File: src/ffra_pkg.sv
// shared types and constants for the first-fit range allocator
// no dependencies; used by the controller, datapath and top level
package ffra_pkg;

    localparam int ADDR_W = 48;
    localparam int SIZE_W = 40;
    localparam int GRAN_W = 31;
    localparam int NEED_W = 41;
    localparam int ENTRY_W = 2 * ADDR_W;

    localparam logic [GRAN_W-1:0] GRAN_RESET = 31'd2097152;
    localparam logic [ADDR_W-1:0] ADDR_MAX = {ADDR_W{1'b1}};

    typedef enum logic [1:0] {
        ACT_ALLOC = 2'd0,
        ACT_FREE  = 2'd1,
        ACT_CHUNK = 2'd2,
        ACT_NONE  = 2'd3
    } t_action;

    typedef enum logic [1:0] {
        ST_OK        = 2'd0,
        ST_NO_FIT    = 2'd1,
        ST_FULL      = 2'd2,
        ST_TOO_LARGE = 2'd3
    } t_status;

    typedef enum logic [1:0] {
        RS_IDX    = 2'd0,
        RS_IDX_M1 = 2'd1,
        RS_IDX_P1 = 2'd2,
        RS_PTR_M1 = 2'd3
    } t_rd_sel;

    typedef enum logic [1:0] {
        WS_SHIFT_IDX = 2'd0,
        WS_SHIFT_PTR = 2'd1,
        WS_NEW       = 2'd2,
        WS_ALLOC     = 2'd3
    } t_wr_sel;

    typedef struct packed {
        logic    load;
        logic    div_step;
        logic    round;
        logic    prep;
        logic    idx_clr;
        logic    idx_inc;
        logic    idx_dec;
        logic    ptr_load;
        logic    ptr_dec;
        logic    cnt_inc;
        logic    cnt_dec;
        logic    fs_take_start;
        logic    fe_take_end;
        logic    grant;
        logic    set_status;
        t_status status;
        logic    publish;
        t_rd_sel rd_sel;
        logic    wr_en;
        t_wr_sel wr_sel;
    } t_dp_cmd;

    typedef struct packed {
        t_action action;
        logic    div_last;
        logic    too_large;
        logic    empty_free;
        logic    idx_ge_cnt;
        logic    idx_zero;
        logic    rm_last;
        logic    ptr_eq_idx;
        logic    full;
        logic    lt_key;
        logic    prev_adj;
        logic    next_adj;
        logic    fits;
        logic    used_up;
    } t_dp_status;

endpackage

File: src/first_fit_range_allocator_core.sv
// top level of the first-fit free range allocator
// depends on ffra_pkg, ffra_ctrl and ffra_datapath
//
// channel | direction | handshake                 | beat
// in      | input     | i_in_valid / o_in_ready   | i_action, i_address, i_request_size
// out     | output    | o_out_valid / i_out_ready | o_status, o_granted_address
// cfg     | input     | i_cfg_valid / o_cfg_ready | i_cfg_granularity
//
// one item at a time; after the accepting edge allocate and free round the size up
// to the granularity by bit-serial restoring division before the table walk, an
// add-chunk skips that; table walks read each entry visited through the registered
// read port of the table memory, and a delete or insert shifts the entries behind
// the slot one at a time
// the result beat sits in an output register; a new input beat is taken while it
// waits, the next result waits for it to be taken
// synchronous active-low reset empties the table and loads the default granularity
module first_fit_range_allocator_core #(
    parameter int MAX_RANGES = 16,
    parameter int CHUNK_LOG2 = 31
) (
    input  logic                        i_clk,
    input  logic                        i_rst_n,
    input  logic                        i_cfg_valid,
    output logic                        o_cfg_ready,
    input  logic [ffra_pkg::GRAN_W-1:0] i_cfg_granularity,
    input  logic                        i_in_valid,
    output logic                        o_in_ready,
    input  logic [1:0]                  i_action,
    input  logic [ffra_pkg::ADDR_W-1:0] i_address,
    input  logic [ffra_pkg::SIZE_W-1:0] i_request_size,
    output logic                        o_out_valid,
    input  logic                        i_out_ready,
    output logic [1:0]                  o_status,
    output logic [ffra_pkg::ADDR_W-1:0] o_granted_address
);
    import ffra_pkg::*;

    t_dp_cmd    dp_cmd;
    t_dp_status dp_stat;

    assign o_cfg_ready = 1'b1;

    ffra_ctrl u_ctrl (
        .i_clk       (i_clk),
        .i_rst_n     (i_rst_n),
        .i_in_valid  (i_in_valid),
        .o_in_ready  (o_in_ready),
        .o_out_valid (o_out_valid),
        .i_out_ready (i_out_ready),
        .i_stat      (dp_stat),
        .o_cmd       (dp_cmd)
    );

    ffra_datapath #(
        .MAX_RANGES (MAX_RANGES),
        .CHUNK_LOG2 (CHUNK_LOG2)
    ) u_datapath (
        .i_clk             (i_clk),
        .i_rst_n           (i_rst_n),
        .i_cfg_valid       (i_cfg_valid),
        .i_cfg_granularity (i_cfg_granularity),
        .i_action          (i_action),
        .i_address         (i_address),
        .i_request_size    (i_request_size),
        .i_cmd             (dp_cmd),
        .o_stat            (dp_stat),
        .o_status          (o_status),
        .o_granted_address (o_granted_address)
    );

endmodule

File: src/ffra_datapath.sv
// datapath: range table memory, counters, rounding divider, result registers
// depends on ffra_pkg; driven by ffra_ctrl through t_dp_cmd
module ffra_datapath #(
    parameter int MAX_RANGES = 16,
    parameter int CHUNK_LOG2 = 31
) (
    input  logic                      i_clk,
    input  logic                      i_rst_n,
    input  logic                      i_cfg_valid,
    input  logic [ffra_pkg::GRAN_W-1:0] i_cfg_granularity,
    input  logic [1:0]                i_action,
    input  logic [ffra_pkg::ADDR_W-1:0] i_address,
    input  logic [ffra_pkg::SIZE_W-1:0] i_request_size,
    input  ffra_pkg::t_dp_cmd         i_cmd,
    output ffra_pkg::t_dp_status      o_stat,
    output logic [1:0]                o_status,
    output logic [ffra_pkg::ADDR_W-1:0] o_granted_address
);
    import ffra_pkg::*;

    localparam int IW = $clog2(MAX_RANGES);
    localparam int CW = $clog2(MAX_RANGES + 1);
    localparam int DW = $clog2(NEED_W);
    localparam logic [NEED_W-1:0] CHUNK_SIZE = NEED_W'(1) << CHUNK_LOG2;

    logic [ENTRY_W-1:0] mem [MAX_RANGES];
    logic [ENTRY_W-1:0] r_rd;

    logic [GRAN_W-1:0] r_gran;
    t_action           r_action;
    logic [ADDR_W-1:0] r_addr;
    logic [NEED_W-1:0] r_sum;
    logic [NEED_W-1:0] r_dvd;
    logic [GRAN_W-1:0] r_rem;
    logic [DW-1:0]     r_dcnt;
    logic [NEED_W-1:0] r_need;
    logic [ADDR_W-1:0] r_fs;
    logic [ADDR_W-1:0] r_fe;
    logic [CW-1:0]     r_idx;
    logic [CW-1:0]     r_ptr;
    logic [CW-1:0]     r_count;
    t_status           r_status;
    logic [ADDR_W-1:0] r_grant;
    t_status           r_out_status;
    logic [ADDR_W-1:0] r_out_grant;

    logic [GRAN_W-1:0] gran_eff;
    logic [GRAN_W:0]   div_trial;
    logic [ADDR_W:0]   fe_sum;
    logic [ADDR_W-1:0] fe_calc;
    logic [ADDR_W-1:0] rd_start;
    logic [ADDR_W-1:0] rd_end;
    logic [ADDR_W:0]   new_start;
    logic [CW-1:0]     rd_addr;
    logic [CW-1:0]     wr_addr;
    logic [ENTRY_W-1:0] wr_data;

    assign gran_eff  = (r_gran == '0) ? GRAN_W'(1) : r_gran;
    assign div_trial = {r_rem, r_dvd[NEED_W-1]};
    assign rd_start  = r_rd[ENTRY_W-1:ADDR_W];
    assign rd_end    = r_rd[ADDR_W-1:0];
    assign new_start = {1'b0, rd_start} + (ADDR_W+1)'(r_need);

    always_comb begin
        if (r_action == ACT_CHUNK) begin
            fe_sum = {1'b0, r_addr} + (ADDR_W+1)'(CHUNK_SIZE);
        end else begin
            fe_sum = {1'b0, r_addr} + (ADDR_W+1)'(r_need);
        end
        fe_calc = fe_sum[ADDR_W] ? ADDR_MAX : fe_sum[ADDR_W-1:0];
    end

    always_comb begin
        unique case (i_cmd.rd_sel)
            RS_IDX:    rd_addr = r_idx;
            RS_IDX_M1: rd_addr = r_idx - CW'(1);
            RS_IDX_P1: rd_addr = r_idx + CW'(1);
            RS_PTR_M1: rd_addr = r_ptr - CW'(1);
            default:   rd_addr = r_idx;
        endcase
        unique case (i_cmd.wr_sel)
            WS_SHIFT_IDX: begin
                wr_addr = r_idx;
                wr_data = r_rd;
            end
            WS_SHIFT_PTR: begin
                wr_addr = r_ptr;
                wr_data = r_rd;
            end
            WS_NEW: begin
                wr_addr = r_idx;
                wr_data = {r_fs, r_fe};
            end
            WS_ALLOC: begin
                wr_addr = r_idx;
                wr_data = {new_start[ADDR_W-1:0], rd_end};
            end
            default: begin
                wr_addr = r_idx;
                wr_data = r_rd;
            end
        endcase
    end

    // table storage, no reset: only entries below the count are ever used
    always_ff @(posedge i_clk) begin
        if (i_cmd.wr_en) begin
            mem[wr_addr[IW-1:0]] <= wr_data;
        end
        r_rd <= mem[rd_addr[IW-1:0]];
    end

    always_ff @(posedge i_clk) begin
        if (!i_rst_n) begin
            r_gran  <= GRAN_RESET;
            r_count <= '0;
        end else begin
            if (i_cfg_valid) begin
                r_gran <= i_cfg_granularity;
            end
            if (i_cmd.cnt_inc) begin
                r_count <= r_count + CW'(1);
            end else if (i_cmd.cnt_dec) begin
                r_count <= r_count - CW'(1);
            end
        end
    end

    always_ff @(posedge i_clk) begin
        if (i_cmd.load) begin
            r_action <= t_action'(i_action);
            r_addr   <= i_address;
            r_sum    <= NEED_W'(i_request_size) + NEED_W'(gran_eff) - NEED_W'(1);
            r_dvd    <= NEED_W'(i_request_size) + NEED_W'(gran_eff) - NEED_W'(1);
            r_rem    <= '0;
            r_dcnt   <= '0;
            r_status <= ST_OK;
            r_grant  <= '0;
        end
        // restoring remainder, one dividend bit per step
        if (i_cmd.div_step) begin
            if (div_trial >= {1'b0, gran_eff}) begin
                r_rem <= GRAN_W'(div_trial - {1'b0, gran_eff});
            end else begin
                r_rem <= div_trial[GRAN_W-1:0];
            end
            r_dvd  <= r_dvd << 1;
            r_dcnt <= r_dcnt + DW'(1);
        end
        if (i_cmd.round) begin
            r_need <= r_sum - NEED_W'(r_rem);
        end
        if (i_cmd.prep) begin
            r_fs <= r_addr;
            r_fe <= fe_calc;
        end
        if (i_cmd.fs_take_start) begin
            r_fs <= rd_start;
        end
        if (i_cmd.fe_take_end) begin
            r_fe <= rd_end;
        end
        if (i_cmd.idx_clr) begin
            r_idx <= '0;
        end else if (i_cmd.idx_inc) begin
            r_idx <= r_idx + CW'(1);
        end else if (i_cmd.idx_dec) begin
            r_idx <= r_idx - CW'(1);
        end
        if (i_cmd.ptr_load) begin
            r_ptr <= r_count;
        end else if (i_cmd.ptr_dec) begin
            r_ptr <= r_ptr - CW'(1);
        end
        if (i_cmd.grant) begin
            r_grant <= rd_start;
        end
        if (i_cmd.set_status) begin
            r_status <= i_cmd.status;
        end
        if (i_cmd.publish) begin
            r_out_status <= r_status;
            r_out_grant  <= r_grant;
        end
    end

    always_comb begin
        o_stat.action     = r_action;
        o_stat.div_last   = (r_dcnt == DW'(NEED_W - 1));
        o_stat.too_large  = (r_need > CHUNK_SIZE);
        o_stat.empty_free = (fe_calc <= r_addr);
        o_stat.idx_ge_cnt = (r_idx >= r_count);
        o_stat.idx_zero   = (r_idx == '0);
        o_stat.rm_last    = (({1'b0, r_idx} + (CW+1)'(1)) >= {1'b0, r_count});
        o_stat.ptr_eq_idx = (r_ptr == r_idx);
        o_stat.full       = (r_count == CW'(MAX_RANGES));
        o_stat.lt_key     = (rd_start < r_fs);
        o_stat.prev_adj   = (rd_end == r_fs);
        o_stat.next_adj   = (rd_start == r_fe);
        o_stat.fits       = ((rd_end - rd_start) >= ADDR_W'(r_need));
        o_stat.used_up    = (new_start >= {1'b0, rd_end});
    end

    assign o_status          = r_out_status;
    assign o_granted_address = r_out_grant;

endmodule

File: src/ffra_ctrl.sv
// controller: sequences rounding, table scans, shifts and the result beat
// depends on ffra_pkg; commands ffra_datapath, reads its status
module ffra_ctrl (
    input  logic                 i_clk,
    input  logic                 i_rst_n,
    input  logic                 i_in_valid,
    output logic                 o_in_ready,
    output logic                 o_out_valid,
    input  logic                 i_out_ready,
    input  ffra_pkg::t_dp_status i_stat,
    output ffra_pkg::t_dp_cmd    o_cmd
);
    import ffra_pkg::*;

    typedef enum logic [4:0] {
        S_IDLE, S_START, S_DIV, S_ROUND, S_PREP,
        S_FIND_RD, S_FIND_CK, S_AFTER_FIND,
        S_PREV_RD, S_PREV_CK, S_NEXT, S_NEXT_CK,
        S_RM_RD, S_RM_WR,
        S_INS, S_INS_RD, S_INS_WR,
        S_AL_RD, S_AL_CK, S_DONE
    } t_state;

    // which step of the item a shared scan or shift returns to
    typedef enum logic [2:0] {
        PH_ALLOC, PH_FREE_A, PH_FREE_B, PH_FREE_C, PH_CHUNK
    } t_phase;

    t_state r_state, n_state;
    t_phase r_phase, n_phase;
    logic   r_out_valid, n_out_valid;

    always_comb begin
        n_state     = r_state;
        n_phase     = r_phase;
        n_out_valid = r_out_valid && !i_out_ready;
        o_cmd       = '0;
        o_cmd.status = ST_OK;
        o_cmd.rd_sel = RS_IDX;
        o_cmd.wr_sel = WS_NEW;
        unique case (r_state)
            S_IDLE: begin
                if (i_in_valid) begin
                    o_cmd.load = 1'b1;
                    n_state    = S_START;
                end
            end
            S_START: begin
                unique case (i_stat.action)
                    ACT_ALLOC, ACT_FREE: n_state = S_DIV;
                    ACT_CHUNK:           n_state = S_PREP;
                    default:             n_state = S_DONE;
                endcase
            end
            S_DIV: begin
                o_cmd.div_step = 1'b1;
                if (i_stat.div_last) begin
                    n_state = S_ROUND;
                end
            end
            S_ROUND: begin
                o_cmd.round = 1'b1;
                n_state     = S_PREP;
            end
            S_PREP: begin
                o_cmd.prep    = 1'b1;
                o_cmd.idx_clr = 1'b1;
                unique case (i_stat.action)
                    ACT_ALLOC: begin
                        n_phase = PH_ALLOC;
                        if (i_stat.too_large) begin
                            o_cmd.set_status = 1'b1;
                            o_cmd.status     = ST_TOO_LARGE;
                            n_state          = S_DONE;
                        end else begin
                            n_state = S_AL_RD;
                        end
                    end
                    ACT_FREE: begin
                        n_phase = PH_FREE_A;
                        n_state = i_stat.empty_free ? S_DONE : S_FIND_RD;
                    end
                    ACT_CHUNK: begin
                        n_phase = PH_CHUNK;
                        n_state = S_FIND_RD;
                    end
                    default: n_state = S_DONE;
                endcase
            end
            S_FIND_RD: begin
                o_cmd.rd_sel = RS_IDX;
                n_state = i_stat.idx_ge_cnt ? S_AFTER_FIND : S_FIND_CK;
            end
            S_FIND_CK: begin
                if (i_stat.lt_key) begin
                    o_cmd.idx_inc = 1'b1;
                    n_state       = S_FIND_RD;
                end else begin
                    n_state = S_AFTER_FIND;
                end
            end
            S_AFTER_FIND: begin
                unique case (r_phase)
                    PH_FREE_A: n_state = i_stat.idx_zero ? S_NEXT : S_PREV_RD;
                    PH_FREE_B: n_state = S_NEXT;
                    PH_FREE_C, PH_CHUNK: n_state = S_INS;
                    default:   n_state = S_DONE;
                endcase
            end
            S_PREV_RD: begin
                o_cmd.rd_sel = RS_IDX_M1;
                n_state      = S_PREV_CK;
            end
            S_PREV_CK: begin
                // lower neighbor ends at the freed start: absorb it
                if (i_stat.prev_adj) begin
                    o_cmd.fs_take_start = 1'b1;
                    o_cmd.idx_dec       = 1'b1;
                    n_phase             = PH_FREE_B;
                    n_state             = S_RM_RD;
                end else begin
                    n_state = S_NEXT;
                end
            end
            S_NEXT: begin
                o_cmd.rd_sel = RS_IDX;
                if (i_stat.idx_ge_cnt) begin
                    o_cmd.idx_clr = 1'b1;
                    n_phase       = PH_FREE_C;
                    n_state       = S_FIND_RD;
                end else begin
                    n_state = S_NEXT_CK;
                end
            end
            S_NEXT_CK: begin
                n_phase = PH_FREE_C;
                if (i_stat.next_adj) begin
                    o_cmd.fe_take_end = 1'b1;
                    n_state           = S_RM_RD;
                end else begin
                    o_cmd.idx_clr = 1'b1;
                    n_state       = S_FIND_RD;
                end
            end
            S_RM_RD: begin
                o_cmd.rd_sel = RS_IDX_P1;
                if (i_stat.rm_last) begin
                    o_cmd.cnt_dec = 1'b1;
                    if (r_phase == PH_ALLOC) begin
                        n_state = S_DONE;
                    end else begin
                        o_cmd.idx_clr = 1'b1;
                        n_state       = S_FIND_RD;
                    end
                end else begin
                    n_state = S_RM_WR;
                end
            end
            S_RM_WR: begin
                o_cmd.wr_en   = 1'b1;
                o_cmd.wr_sel  = WS_SHIFT_IDX;
                o_cmd.idx_inc = 1'b1;
                n_state       = S_RM_RD;
            end
            S_INS: begin
                if (i_stat.full) begin
                    o_cmd.set_status = 1'b1;
                    o_cmd.status     = ST_FULL;
                    n_state          = S_DONE;
                end else begin
                    o_cmd.ptr_load = 1'b1;
                    n_state        = S_INS_RD;
                end
            end
            S_INS_RD: begin
                o_cmd.rd_sel = RS_PTR_M1;
                if (i_stat.ptr_eq_idx) begin
                    o_cmd.wr_en   = 1'b1;
                    o_cmd.wr_sel  = WS_NEW;
                    o_cmd.cnt_inc = 1'b1;
                    n_state       = S_DONE;
                end else begin
                    n_state = S_INS_WR;
                end
            end
            S_INS_WR: begin
                o_cmd.wr_en   = 1'b1;
                o_cmd.wr_sel  = WS_SHIFT_PTR;
                o_cmd.ptr_dec = 1'b1;
                n_state       = S_INS_RD;
            end
            S_AL_RD: begin
                o_cmd.rd_sel = RS_IDX;
                if (i_stat.idx_ge_cnt) begin
                    o_cmd.set_status = 1'b1;
                    o_cmd.status     = ST_NO_FIT;
                    n_state          = S_DONE;
                end else begin
                    n_state = S_AL_CK;
                end
            end
            S_AL_CK: begin
                if (i_stat.fits) begin
                    o_cmd.grant = 1'b1;
                    if (i_stat.used_up) begin
                        n_state = S_RM_RD;
                    end else begin
                        o_cmd.wr_en  = 1'b1;
                        o_cmd.wr_sel = WS_ALLOC;
                        n_state      = S_DONE;
                    end
                end else begin
                    o_cmd.idx_inc = 1'b1;
                    n_state       = S_AL_RD;
                end
            end
            S_DONE: begin
                if (!r_out_valid || i_out_ready) begin
                    o_cmd.publish = 1'b1;
                    n_out_valid   = 1'b1;
                    n_state       = S_IDLE;
                end
            end
            default: n_state = S_IDLE;
        endcase
    end

    always_ff @(posedge i_clk) begin
        if (!i_rst_n) begin
            r_state     <= S_IDLE;
            r_phase     <= PH_ALLOC;
            r_out_valid <= 1'b0;
        end else begin
            r_state     <= n_state;
            r_phase     <= n_phase;
            r_out_valid <= n_out_valid;
        end
    end

    assign o_in_ready  = (r_state == S_IDLE);
    assign o_out_valid = r_out_valid;

endmodule

File: config.mk
export PLATFORM = sky130hd
export DESIGN_NAME = first_fit_range_allocator_core
export DESIGN_NICKNAME = d
export VERILOG_FILES = /design/src/ffra_pkg.sv /design/src/first_fit_range_allocator_core.sv /design/src/ffra_datapath.sv /design/src/ffra_ctrl.sv
export SDC_FILE = /design/constraint.sdc
export NUM_CORES = 2
export LEC_CHECK = 0
export ABC_CLOCK_PERIOD_IN_PS = 23800
export BUFFER_PORTS_ARGS = -buffer_cell sky130_fd_sc_hd__clkbuf_2
export CORE_MARGIN = 3
export CORE_UTILIZATION = 60
export DETAILED_ROUTE_END_ITERATION = 6
export GPL_ROUTABILITY_DRIVEN = 0
export GPL_TIMING_DRIVEN = 1
export HOLD_SLACK_MARGIN = 0.12
export PLACE_DENSITY_LB_ADDON = 0.15
export SLEW_MARGIN = 30
export SYNTH_ARGS = -nofsm -noshare
export SYNTH_HDL_FRONTEND = slang
export SYNTH_SLANG_ARGS = --single-unit
File: constraint.sdc
create_clock -name i_clk -period 23.8 [get_ports i_clk]
set_clock_uncertainty 0.2 [all_clocks]
set_input_delay 5.95 -clock i_clk [delete_from_list [all_inputs] [get_ports i_clk]]
set_output_delay 5.95 -clock i_clk [all_outputs]
set_load 0.01 [all_outputs]
==> impl_results.rst <==
.. list-table::
   :header-rows: 1

   * - Metric
     - Value
   * - # H-tree levels
     - 4
   * - Yosys warnings
     - 0
   * - Fmax
     - 101 MHz
   * - Clock buffers created by TritonCTS
     - 204
   * - Mean area per synthesized cell
     - 14.1 µm²
   * - Endpoint of the worst hold path
     - u_datapath.o_granted_address[15]
   * - Mapped cell area
     - 0.100 mm²
   * - Peak supply drop
     - 0.0946 mV
   * - Number of sinks on the clock net
     - 2093
   * - Unrepaired setup endpoints after global routing
     - no
   * - CP max-delay cell
     - sky130_fd_sc_hd__fa_1
   * - Detailed Routing Iterations Pass 1
     - 6
   * - Post-route total power
     - 0.0148 W
   * - Startpoint Class
     - primary input
   * - Met1 track utilization from global routing
     - 45.2%
   * - Largest net degree at the start of global routing
     - 123
   * - Count of flip-flops with a built-in enable after synthesis
     - 1946
   * - Worst skew pair latency
     - 0.87 ns
   * - CTS clock-pin slew for the worst setup and hold paths
     - 0.06 ns
   * - Met3 Use GR
     - 7.16%
   * - Filler instances
     - 11500
   * - Hold Crit Class
     - reg -> reg
   * - First-pass GRT wire length
     - 414000 µm
   * - Fraction of registers with async set or reset after synthesis
     - 0%
   * - IO Count
     - 179
   * - Clock tree from TritonCTS
     - built
   * - Reg-to-Reg Start
     - u_datapath.r_rd[48]
   * - Worst hold slack after final layout
     - 0.216 ns
   * - Worst Path Arrival
     - 10.33 ns
   * - Share of Yosys cell area claimed by the top area cell type
     - 58.4%
   * - Global-route congestion overflow total
     - 0
   * - Row count
     - 149
   * - Met2 capacity usage during global routing
     - 49.6%
   * - Crit-path max cell delay
     - 0.43 ns
   * - Total count of max-transition violations in the final report
     - 0
   * - Source of the worst hold timing path
     - u_datapath.r_grant[15]
   * - Height of the die
     - 414 µm
   * - Die area
     - 0.172 mm²
   * - Library cell occupying the most area in the post-synthesis netlist
     - sky130_fd_sc_hd__edfxtp_1
   * - Vias per Instance
     - 6.65
   * - Final Util
     - 66.9%
   * - Placement Cell Area
     - 0.104 mm²
   * - Detailed router's first-iteration violation count
     - 7937
   * - Setup crit end kind
     - flip-flop
   * - Leakage dissipation
     - 40.7 nW
   * - Starting density of the core
     - 60.5%
   * - Global-route usage over all layers
     - 32.8%
   * - Initial antenna violation count
     - 12
   * - Total DRC errors in the routed layout
     - 0
   * - FF-to-FF End
     - u_datapath.mem[8][29]
   * - Final routed wirelength across all metal layers
     - 284000 µm
   * - Cell at the root of the clock tree
     - sky130_fd_sc_hd__clkbuf_16
   * - Signed area change from the synthesized netlist to the final layout
     - 10.6%
   * - Worst-case headroom to the max-slew limit
     - 20.9%
   * - Area of the core
     - 0.165 mm²
   * - Post-CTS setup repair buffer count
     - 0
   * - Dominant cells by area after synthesis
     - sky130_fd_sc_hd__edfxtp_1 (58%), sky130_fd_sc_hd__mux4_2 (8.6%), sky130_fd_sc_hd__ha_1 (5.9%)
   * - Register bit total from synthesis
     - 2093
   * - Count of nets left with antenna violations after detail routing
     - 0
   * - CTS max path bufs
     - 3
   * - Cell breakdown of the critical path
     - clkbuf_2 > inv_1 > ha_1 > inv_1 > ha_1 > fa_1 > a211oi_1 > o211ai_1 > a211o_1 > a41oi_1 > nor2b_1 > a31oi_1 > o311ai_0 > buf_4 > o41ai_1 > o2111ai_1 > xor2_1 > a22o_1
   * - Resize count post-CTS
     - 0
   * - Final routed wire length divided by cell count
     - 29.4 µm
   * - Total number of vias
     - 64100
   * - Required time worst endpoint
     - 24.21 ns
   * - Share of cells above drive strength 1
     - 15.3%
   * - Final-layout setup total negative slack
     - 0 ns
   * - Outcome
     - completed
   * - Distinct cells, synth
     - 87
   * - Sequential share of the synthesized area
     - 61.3%
   * - Minimum clock period
     - 9.93 ns
   * - Final Cell Area
     - 0.111 mm²
   * - Net count of the finished layout
     - 7874
   * - Syn_nets
     - 7687
   * - Global route hottest layer
     - met2
   * - # setup viols final
     - 0
   * - Width of the die
     - 414 µm
   * - Number of stages on the worst hold path
     - 0
   * - Post-synthesis cell count
     - 7085
   * - Quantity of I/O buffers inserted on ports
     - 177
   * - Category of the most critical setup path
     - in -> reg
   * - Number of global-route vias before repair
     - 62500
   * - Number of buffers inserted for hold repair after clock tree synthesis
     - 0
   * - Pwr per Cell Area
     - 133 mW/mm²
   * - Post-synth top flop
     - sky130_fd_sc_hd__edfxtp_1
   * - Portion of the clock cycle consumed by the worst path in the final layout
     - 41.7%
   * - Maximum fanout along the worst path
     - 4
   * - Max-capacitance violation count
     - 0
   * - Setup slack on the worst flop-to-flop path
     - 14.08 ns
   * - Number of failing hold endpoints at the final stage
     - 0
   * - Detailed placement HPWL
     - 187000 µm
   * - Tightest Pin Transition
     - 1.18 ns
   * - Count of cells along the worst register-to-register path
     - 27
==> logic make-up after synthesis <==
family / Yosys count / synth area share, %
flip-flops: 2093 / 61.3
AND/OR/NAND/NOR: 1520 / 7.36
AO/OA/AOI/OAI: 1356 / 9.19
buffers and inverters: 787 / 3.09
multiplexers: 516 / 10.1
adder cells (fa/ha/maj): 476 / 6.00
XOR/XNOR: 336 / 2.94
other: 1 / 0.00375
==> cells in the final DEF (no fill, tap or decap), drive strengths merged, types with 193 or more instances in the layout <==
master / netlist / final
edfxtp: 1946 / 1946
nand2: 521 / 521
inv: 479 / 492
ha: 469 / 469
clkbuf: 214 / 448
mux4: 384 / 384
nor2: 289 / 289
a21oi: 273 / 273
xnor2: 208 / 208
o21ai: 208 / 208
a21o: 193 / 193
==> report_power, final <==
part / switching (W) / total [W] / leakage, nW / internal (W)
clock: 0.00141 / 0.00329 / 3.33 / 0.00188
combinational: 0.00373 / 0.00621 / 18.5 / 0.00248
sequential: 0.000528 / 0.00526 / 18.9 / 0.00473
total: 0.00567 / 0.0148 / 40.7 / 0.00909
==> final cells by class <==
| class | instances | area [µm²] | share of cell area, % |
|---|---|---|---|
| flip-flops and latches | 2093 | 61400 | 55.5 |
| clock buffers | 272 | 5580 | 5.05 |
| clock inverters | 114 | 1300 | 1.17 |
| diodes | 6 | 15.0 | 0.0136 |
| repair buffers | 288 | 1880 | 1.70 |
| multi-input cells | 4205 | 36000 | 32.5 |
| well taps | 2189 | 2740 | 2.47 |
| inverters | 480 | 1810 | 1.63 |
==> sequential cells by signal (all words and copies together) (netlist names), 6 cells and up <==
name and flops:
u_datapath.r_grant 48, u_datapath.r_gran 31, u_datapath.r_need 41, u_datapath.r_fs 48
u_datapath.o_granted_address 48, u_datapath.r_addr 48, u_datapath.r_rem 31, u_datapath.r_sum 41
u_datapath.r_dcnt 6, u_datapath.r_rd 96, u_datapath.r_dvd 41, u_datapath.r_fe 48
u_datapath.mem 1536
==> routing by layer <==
| layer | wire length, µm | part of all wire [%] | vias up |
|---|---|---|---|
| met1 | 109000 | 39 | 32100 |
| met5 | 13 | 0.0046 | - |
| met4 | 16500 | 5.8 | 2 |
| li1 | - | - | 27600 |
| met2 | 128000 | 45 | 3716 |
| met3 | 30200 | 11 | 727 |
==> critical path, delay by kind of cell <==
family / cells / cell delay (ns)
adders and majority gates: 3 / 0.91
and+or+nand+nor: 1 / 0.18
buffers and inverters: 4 / 0.35
AOI/OAI and AO/OA: 9 / 2.73
xor gates and xnor gates: 1 / 0.18
==> worst max-delay path by stage <==
| stage | slack (ns) | from | end |
|---|---|---|---|
| 4_1_cts | 14.03 | i_request_size[1] | u_datapath.r_dvd[37] |
| 5_1_grt | 13.55 | i_request_size[1] | u_datapath.r_dvd[37] |
| 2_1_floorplan | 10.87 | u_datapath.r_need[14] | u_datapath.mem[0][0] |
| 6_report | 13.87 | i_request_size[1] | u_datapath.r_dvd[37] |
| 3_3_place_gp | 13.16 | i_request_size[1] | u_datapath.r_dvd[37] |
| 3_5_place_dp | 13.08 | i_request_size[1] | u_datapath.r_dvd[37] |
==> metrics by stage <==
| step | cells | setup WS, ns |
|---|---|---|
| detailed placement | 9253 | 13.08 |
| floorplan | 7085 | 10.87 |
| finish | 9647 | 13.87 |
| CTS | 9639 | 14.03 |
| global route | 9641 | 13.55 |
| global placement | 9248 | 13.16 |
==> synthesized netlist by cell type, types with 43 or more instances <==
library cell and n:
sky130_fd_sc_hd__nand4_1 92, sky130_fd_sc_hd__a21o_1 193, sky130_fd_sc_hd__and2_1 160, sky130_fd_sc_hd__and3_1 48, sky130_fd_sc_hd__nor4_1 50, sky130_fd_sc_hd__a211oi_1 139, sky130_fd_sc_hd__xor2_1 128, sky130_fd_sc_hd__nor2_1 288
sky130_fd_sc_hd__dfxtp_1 147, sky130_fd_sc_hd__nor2b_1 69, sky130_fd_sc_hd__a221o_1 51, sky130_fd_sc_hd__nor3_1 76, sky130_fd_sc_hd__xnor2_1 208, sky130_fd_sc_hd__o21a_1 43, sky130_fd_sc_hd__nand3_1 99, sky130_fd_sc_hd__mux4_2 384
sky130_fd_sc_hd__ha_1 469, sky130_fd_sc_hd__buf_2 59, sky130_fd_sc_hd__clkbuf_1 213, sky130_fd_sc_hd__mux2_2 85, sky130_fd_sc_hd__a21oi_1 273, sky130_fd_sc_hd__a31oi_1 142, sky130_fd_sc_hd__nand2_1 521, sky130_fd_sc_hd__o21ai_0 205
sky130_fd_sc_hd__mux2i_1 47, sky130_fd_sc_hd__inv_1 479, sky130_fd_sc_hd__o211ai_1 49, sky130_fd_sc_hd__edfxtp_1 1946
Power figures use the tool's default switching activity.
